--- src/hw/rtl/gcc_pkg.sv ---
// Shared types, constants and saturating helpers for the gripper compliance controller.
package gcc_pkg;

    localparam int FRAC_BITS = 16;
    localparam int WORD_BITS = 32;
    localparam int DIV_BITS  = WORD_BITS + FRAC_BITS;
    localparam int ADDR_W    = 5;

    typedef logic signed [WORD_BITS-1:0] t_word;
    typedef logic [2:0] t_reg_idx;

    localparam t_word SMAX = {1'b0, {(WORD_BITS-1){1'b1}}};
    localparam t_word SMIN = {1'b1, {(WORD_BITS-1){1'b0}}};
    localparam t_word ONE  = t_word'(64'd1 << FRAC_BITS);
    localparam t_word XMAX = t_word'(64'd55 << FRAC_BITS);
    localparam t_word LIMIT = t_word'(64'd2000 << FRAC_BITS);
    localparam t_word CUR_OFFSET = 32'sd318;
    localparam t_word CUR_SCALE  = t_word'(5 * (64'd1 << (FRAC_BITS - 2)));
    localparam logic [23:0] MV_GAIN = 24'd3300;
    localparam logic [12:0] T_RESET = 13'd6554;

    // function codes
    localparam logic [1:0] FUNC_TICK  = 2'd0;
    localparam logic [1:0] FUNC_START = 2'd1;
    localparam logic [1:0] FUNC_STOP  = 2'd2;

    // control modes
    localparam logic [2:0] MODE_POS = 3'd1;
    localparam logic [2:0] MODE_ADM = 3'd2;
    localparam logic [2:0] MODE_IMP = 3'd3;
    localparam logic [2:0] MODE_STF = 3'd4;
    localparam logic [2:0] MODE_DMP = 3'd5;
    localparam logic [2:0] MODE_PAR = 3'd6;

    // status codes
    localparam logic [2:0] ST_OK      = 3'd0;
    localparam logic [2:0] ST_STARTED = 3'd1;
    localparam logic [2:0] ST_USER    = 3'd2;
    localparam logic [2:0] ST_FORCE   = 3'd3;
    localparam logic [2:0] ST_CURRENT = 3'd4;
    localparam logic [2:0] ST_BADMODE = 3'd5;

    // register indexes
    localparam t_reg_idx REG_MODE = 3'd0;
    localparam t_reg_idx REG_FD   = 3'd1;
    localparam t_reg_idx REG_XD   = 3'd2;
    localparam t_reg_idx REG_VD   = 3'd3;
    localparam t_reg_idx REG_M    = 3'd4;
    localparam t_reg_idx REG_B    = 3'd5;
    localparam t_reg_idx REG_K    = 3'd6;
    localparam t_reg_idx REG_T    = 3'd7;

    typedef struct packed {
        logic  start;
        logic  is_div;
        t_word a;
        t_word b;
    } t_mdu_req;

    typedef struct packed {
        logic  done;
        t_word res;
    } t_mdu_rsp;

    function automatic t_word sat_add(input t_word a, input t_word b);
        logic signed [WORD_BITS:0] s;
        s = {a[WORD_BITS-1], a} + {b[WORD_BITS-1], b};
        if (s[WORD_BITS] != s[WORD_BITS-1]) begin
            return s[WORD_BITS] ? SMIN : SMAX;
        end
        return s[WORD_BITS-1:0];
    endfunction

    function automatic t_word sat_sub(input t_word a, input t_word b);
        logic signed [WORD_BITS:0] s;
        s = {a[WORD_BITS-1], a} - {b[WORD_BITS-1], b};
        if (s[WORD_BITS] != s[WORD_BITS-1]) begin
            return s[WORD_BITS] ? SMIN : SMAX;
        end
        return s[WORD_BITS-1:0];
    endfunction

endpackage

--- src/hw/rtl/gcc_mdu.sv ---
// Shared fixed-point multiply / bit-serial divide unit with saturation.
module gcc_mdu import gcc_pkg::*; (
    input  logic     i_clk,
    input  logic     i_rst_n,
    input  t_mdu_req i_req,
    output t_mdu_rsp o_rsp
);

    typedef enum logic [2:0] {U_IDLE, U_MUL, U_MSAT, U_DIV, U_FIN} t_ustate;

    t_ustate                 r_state;
    logic                    r_neg;
    logic                    r_ovf;
    logic [WORD_BITS-1:0]    r_x;
    logic [WORD_BITS-1:0]    r_y;
    logic [2*WORD_BITS-1:0]  r_prod;
    logic [WORD_BITS-1:0]    r_rem;
    logic [DIV_BITS-1:0]     r_q;
    logic [5:0]              r_cnt;

    logic [WORD_BITS-1:0] mag_a, mag_b;
    logic [WORD_BITS:0]   trial, diff;
    logic                 ge;
    logic [DIV_BITS-1:0]  lim, m;

    assign mag_a = i_req.a[WORD_BITS-1] ? (WORD_BITS'(0) - i_req.a) : i_req.a;
    assign mag_b = i_req.b[WORD_BITS-1] ? (WORD_BITS'(0) - i_req.b) : i_req.b;
    assign trial = {r_rem, r_q[DIV_BITS-1]};
    assign diff  = trial - {1'b0, r_y};
    assign ge    = (trial >= {1'b0, r_y});

    // magnitude limit: 2^31 for negative results, 2^31-1 otherwise
    assign lim = {{FRAC_BITS{1'b0}}, r_neg, {(WORD_BITS-1){~r_neg}}};
    assign m   = (r_ovf || (r_q > lim)) ? lim : r_q;

    assign o_rsp.done = (r_state == U_FIN);
    assign o_rsp.res  = r_neg ? t_word'(WORD_BITS'(0) - m[WORD_BITS-1:0])
                              : t_word'(m[WORD_BITS-1:0]);

    always_ff @(posedge i_clk) begin
        if (!i_rst_n) begin
            r_state <= U_IDLE;
        end else begin
            case (r_state)
                U_IDLE: begin
                    if (i_req.start) begin
                        r_cnt <= '0;
                        r_rem <= '0;
                        r_ovf <= 1'b0;
                        r_y   <= mag_b;
                        r_x   <= mag_a;
                        if (!i_req.is_div) begin
                            r_neg   <= i_req.a[WORD_BITS-1] ^ i_req.b[WORD_BITS-1];
                            r_state <= U_MUL;
                        end else if (mag_b == '0) begin
                            // divide by zero saturates toward the numerator's sign
                            r_neg   <= i_req.a[WORD_BITS-1];
                            r_ovf   <= (i_req.a != '0);
                            r_q     <= '0;
                            r_state <= U_FIN;
                        end else begin
                            r_neg   <= i_req.a[WORD_BITS-1] ^ i_req.b[WORD_BITS-1];
                            r_q     <= {mag_a, {FRAC_BITS{1'b0}}};
                            r_state <= U_DIV;
                        end
                    end
                end
                U_MUL: begin
                    r_prod  <= r_x * r_y;
                    r_state <= U_MSAT;
                end
                U_MSAT: begin
                    r_q     <= {{FRAC_BITS{1'b0}}, r_prod[WORD_BITS+FRAC_BITS-1:FRAC_BITS]};
                    r_ovf   <= |r_prod[2*WORD_BITS-1:WORD_BITS+FRAC_BITS];
                    r_state <= U_FIN;
                end
                U_DIV: begin
                    r_rem <= ge ? diff[WORD_BITS-1:0] : trial[WORD_BITS-1:0];
                    r_q   <= {r_q[DIV_BITS-2:0], ge};
                    r_cnt <= r_cnt + 6'd1;
                    if (r_cnt == 6'(DIV_BITS - 1)) begin
                        r_state <= U_FIN;
                    end
                end
                U_FIN: begin
                    r_state <= U_IDLE;
                end
                default: begin
                    r_state <= U_IDLE;
                end
            endcase
        end
    end

endmodule

--- config.mk ---
export PLATFORM = sky130hd
export DESIGN_NAME = gcc_mdu
export DESIGN_NICKNAME = d
export VERILOG_FILES = /design/src/hw/rtl/gcc_pkg.sv /design/src/hw/rtl/gcc_mdu.sv
export SDC_FILE = /design/constraint.sdc
export NUM_CORES = 2
export LEC_CHECK = 0
export BUFFER_PORTS_ARGS = -buffer_cell sky130_fd_sc_hd__buf_4
export CAP_MARGIN = 5
export CORE_MARGIN = 4
export CORE_UTILIZATION = 65
export CTS_CLUSTER_SIZE = 28
export DETAILED_ROUTE_END_ITERATION = 6
export GPL_TIMING_DRIVEN = 0
export HOLD_SLACK_MARGIN = 0.08
export PLACE_DENSITY = 0.9
export SETUP_SLACK_MARGIN = 0.4
export SLEW_MARGIN = 30
export SYNTH_ARGS = -nofsm -noshare
export SYNTH_HDL_FRONTEND = slang
export SYNTH_SLANG_ARGS = --single-unit
--- constraint.sdc ---
create_clock -name i_clk -period 21.8 [get_ports i_clk]
set_input_delay 3.27 -clock i_clk [delete_from_list [all_inputs] [get_ports i_clk]]
set_output_delay 3.27 -clock i_clk [all_outputs]
set_load 0.01 [all_outputs]
## After elaboration in Yosys (flattened, before gate mapping)

Cells that the tools add are included.

- Add/sub/neg operators: 5
- Multiply operators: 1
- Order comparisons: 2
- Eq/ne operators: 8
- Mux-type cells: 24
- Bitwise gates (word level): 2
- Reduce and logical (&&, ||, !) cells: 14

Operators with widths:

| operator | number |
|---|---|
| 32-bit two-way mux | 6 |
| 48-bit two-way mux | 3 |
| 48-bit case mux with 3 select lines | 1 |
| 1-bit by 32-bit subtractor with 32-bit output, first input constant | 3 |
| 32-bit by 32-bit multiplier with 64-bit output | 1 |
| 32-bit case mux with 2 select lines | 1 |
| 48-bit by 32-bit greater-than comparator with 1-bit output | 1 |
| 33-bit by 32-bit >= comparator with 1-bit output | 1 |
| 32-bit zero test | 1 |
| 32-bit nonzero test | 1 |
| 32-bit subtractor | 1 |
| 16-bit OR reduction | 1 |
| 3-bit two-way mux | 4 |
| 3-bit case mux with 4 select lines | 1 |
| 6-bit case mux with 2 select lines | 1 |
| 3-bit AND reduction | 3 |
| 6-bit by 1-bit adder with 6-bit output, second input constant | 1 |
| 3-bit by 2-bit == test with 1-bit output, second input constant | 2 |
| 6-bit == test, second input constant | 1 |
| 6-bit two-way mux | 1 |
| 2-bit inequality test, second input constant | 3 |
| 1-bit two-way mux | 5 |
| 2-bit AND reduction | 2 |
| 4-bit AND reduction | 1 |
| 9 further kinds | 10 |

- Register bits after elaboration: 219
- Input bits: 68
- Output and inout port bits: 33
- Logic and storage cells: 65

## Longest topological paths before layout

- Depth after elaboration: 7
- Mapped depth: 29

## Worst setup path before layout

OpenSTA, ideal clock, no wires.

- Path kind: register to output
- From: register r_neg
- To: output port o_rsp[28] in the netlist's numbering
- Arrival: 5.269 ns
- Data required time: 18.530 ns
- Path slack: 13.261 ns
- Stages on the path, launching flop included: 25
- Cells stage by stage: edfxtp_1 -> clkbuf_1 -> inv_1 -> clkbuf_1 -> ha_1 -> nand4_1 -> nor2_1 -> a211oi_1 -> o211ai_1 -> a21oi_1 -> o2111ai_1 -> a21o_1 -> clkbuf_1 -> clkbuf_1 -> clkbuf_1 -> o21ai_0 -> ha_1 -> clkbuf_1 -> nand4b_1 -> nor2_1 -> nand2_1 -> or4b_2 -> nand2_1 -> o21ai_0 -> a21oi_1

RTL lines:

| item | RTL line | text |
|---|---|---|
| start: declaration | gcc_mdu.sv:12 | `logic r_neg;` |
| start signal: assignment | gcc_mdu.sv:53 | `r_neg <= i_req.a[WORD_BITS-1] ^ i_req.b[WORD_BITS-1];` |
| start signal: assignment | gcc_mdu.sv:57 | `r_neg <= i_req.a[WORD_BITS-1];` |
| start signal: assignment | gcc_mdu.sv:62 | `r_neg <= i_req.a[WORD_BITS-1] ^ i_req.b[WORD_BITS-1];` |
| end: declaration | gcc_mdu.sv:6 | `output t_mdu_rsp o_rsp` |

==> qor.txt <==
Slew @ Worst Pin: 1120 ps
Max Buffers Root-to-Sink: 3
DRC Markers: 4
syn_area_per_cell: 9.38 um^2
Pins Over Slew Limit: 0
Tcrit/Tclk final: 50.3%
post_cts resized: 0
data required time of the worst path: 18,530 ps
cell area after synthesis: 45,200 um^2
initial antenna violation count: 23
io pins: 101
Crit Path Max Fanout: 20
vias post-DR: 37,400
Worst R2R Start: r_y[28]$_DFFE_PP_
most used cell, CP: clkbuf_1
reg2reg setup slack: 12,340 ps
yosys warns: 0
total track usage: 44.7%
FILL cells: 5,293
core area: 68,800 um^2
Crit. End Element: output pin
worst-case hold slack: 555 ps
Die Y: 272 um
Final TNS setup: 0 ps
CP max stage cell: edfxtp_1
Detailed Place HPWL: 134,000 um
hold path depth: 1
vias in the first global route: 39,200
RSZ-0062 raised after global routing: no
Post-Route WL: 162,000 um
Rows: 96
CTS tree: built
Synth-to-Final Area Change: 6.16%
crit path to: o_rsp[24]
largest net degree at the start of global routing: 53
port buffer count: 99
crit-path max cell delay: 670 ps
share of layout cells above drive strength 1: 3.85%
Startpoint Class: flip-flop
top area cells in the synthesized netlist: fa_1 (40%), edfxtp_1 (13%), ha_1 (9.1%)
GR Util met2: 63.3%
critical path data arrival time: 7710 ps
H-tree levels: 1
Worst-Skew Late Latency: 530 ps
Hold Vio Cnt, Final: 0
layout net count: 6,244
library cells used by synthesis: 80
DR pass1 iterations: 7
Relative slew margins: 25.0%
share of the synthesized area in the top cell type: 39.7%
sequential cell area: 6070 um^2
Setup-failing EPs final: 0
most common cell after layout, fill and taps aside: inv_1
clock slew at reported path FFs: 80 ps
max frequency: 0.0911 GHz
Post-CTS Hold Buffers: 0
die area: 73,900 um^2
Setup CP Type: flip-flop to output pin
failing checks: design-rule violations
grt met1 use: 55.1%
post-layout min period: 10,980 ps
global-route wire length before repair: 243,000 um
grt total ovfl: 0
sequential area share after synthesis: 13.4%
root buf cell: clkbuf_16
Synth Instances: 4,820
hold crit path type: flip-flop to flip-flop
die width: 272 um
DR WL/cell: 27.4 um
worst r2r dst: r_prod[61]$_DFFE_PP_
most frequent cells in the layout: inv_1 (932), fa_1 (896), and2_1 (587)
max cap viols: 0
Worst Setup SP: r_neg$_DFFE_PP_
met3 usage: 17.6%
multi-input gate area in the final layout: 34,700 um^2
post-synth top area cell: fa_1
Post-Syn Nets: 6,113
Synth Register Bits: 203
Final ANT Viol Nets: 0
gpl congestion: 1.09
status: complete, but fails checks
worst r2r path cells: 23
initial cell density of the core: 65.7%
Post-synth top flop: edfxtp_1
DRT iter0 DRCs: 4,284
DR vias/cell: 6.31
clock sinks: 203
Worst Skew: 23.4 ps
Post-synth ARST share: 0%
EDFF count, synth: 200
Post-CTS Repair Setup Buffers: 0
GR peak layer: met2
total CTS buffers: 18
==> state kept, by name, summed over array words and instances, names as in the netlist <==
name and cells:
r_rem 32, r_prod 48, r_x 32, r_neg 1, r_cnt 6, r_y 32, r_state 3, r_ovf 1
r_q 48
==> final cells by class <==
type                       count  area share, %
multi-input combinational   3432           72.3
sequential                   203           12.6
inverter                     933           7.29
tap                          931           2.43
buffer                       252           2.07
timing repair buffer         111           1.99
clock buffer                  22          0.969
antenna                       34          0.177
clock inverter                10          0.136
==> stage by stage <==
stage	worst slack [ps]	instance area (um^2)	util [%]	cells
2_1_floorplan	13260	45200	-	4820
3_3_place_gp	11560	47100	68.5	5850
3_5_place_dp	11700	47400	68.9	5862
4_1_cts	11070	47900	69.6	5894
5_1_grt	10310	48000	69.7	5902
6_report	10820	48000	69.8	5928
==> synthesized netlist by cell type, types with 6 or more instances <==
cell type    n
a211oi_1    16
a21o_1      59
a21oi_1    135
a22o_1      43
a31oi_1     14
and2_1     588
and3_1      15
buf_1        6
clkbuf_1   242
edfxtp_1   200
fa_1       896
ha_1       329
inv_1      932
mux2i_1     18
nand2_1    562
nand2b_1    20
nand3_1     46
nand4_1     28
nor2_1     143
nor2b_1     19
nor3_1      46
nor3b_1      6
nor4_1      20
o211ai_1     7
o21a_1      12
o21ai_0     96
o22ai_1     15
o31a_1       8
o31ai_1     19
o41ai_1     10
or2_2        6
or3_1       25
or4_1        7
xnor2_1    102
xor2_1      36
==> per-layer routing <==
metal | vias up | routed length (um)
met5 | - | 56
met4 | 8 | 17000
met3 | 899 | 23600
met2 | 2958 | 66700
met1 | 18300 | 55100
li1 | 15200 | -
==> worst min-delay path by stage <==
stage / startpoint / endpoint
final: r_prod[29]$_DFFE_PP_ / r_q[13]$_DFFE_PP_
after global routing: r_prod[27]$_DFFE_PP_ / r_q[11]$_DFFE_PP_
after CTS: r_prod[29]$_DFFE_PP_ / r_q[13]$_DFFE_PP_
after detailed placement: r_prod[29]$_DFFE_PP_ / r_q[13]$_DFFE_PP_
after global placement: r_prod[30]$_DFFE_PP_ / r_q[14]$_DFFE_PP_
after floorplan: r_prod[16]$_DFFE_PP_ / r_q[0]$_DFFE_PP_
==> logic make-up after synthesis <==
kind of cell    after synthesis  share of synthesized area [%]
flops                       203                           13.4
simple gates               1559                           17.7
mux                          21                          0.473
xor+xnor                    138                           2.67
fa+ha+maj                  1225                           48.8
buf+inv                    1185                           9.89
compound gates              489                           7.10
==> critical path, delay by kind of cell (launching register included) <==
| kind | cells | cell delay [ps] |
|---|---|---|
| AO/OA/AOI/OAI | 10 | 1990 |
| adder cells (fa/ha/maj) | 2 | 580 |
| buffers and inverters | 9 | 2490 |
| flip-flops | 1 | 670 |
| AND/OR/NAND/NOR | 7 | 1430 |
Power is not shown: default switching activity piles up to over one toggle a cycle in this logic, so the estimate is an artifact.
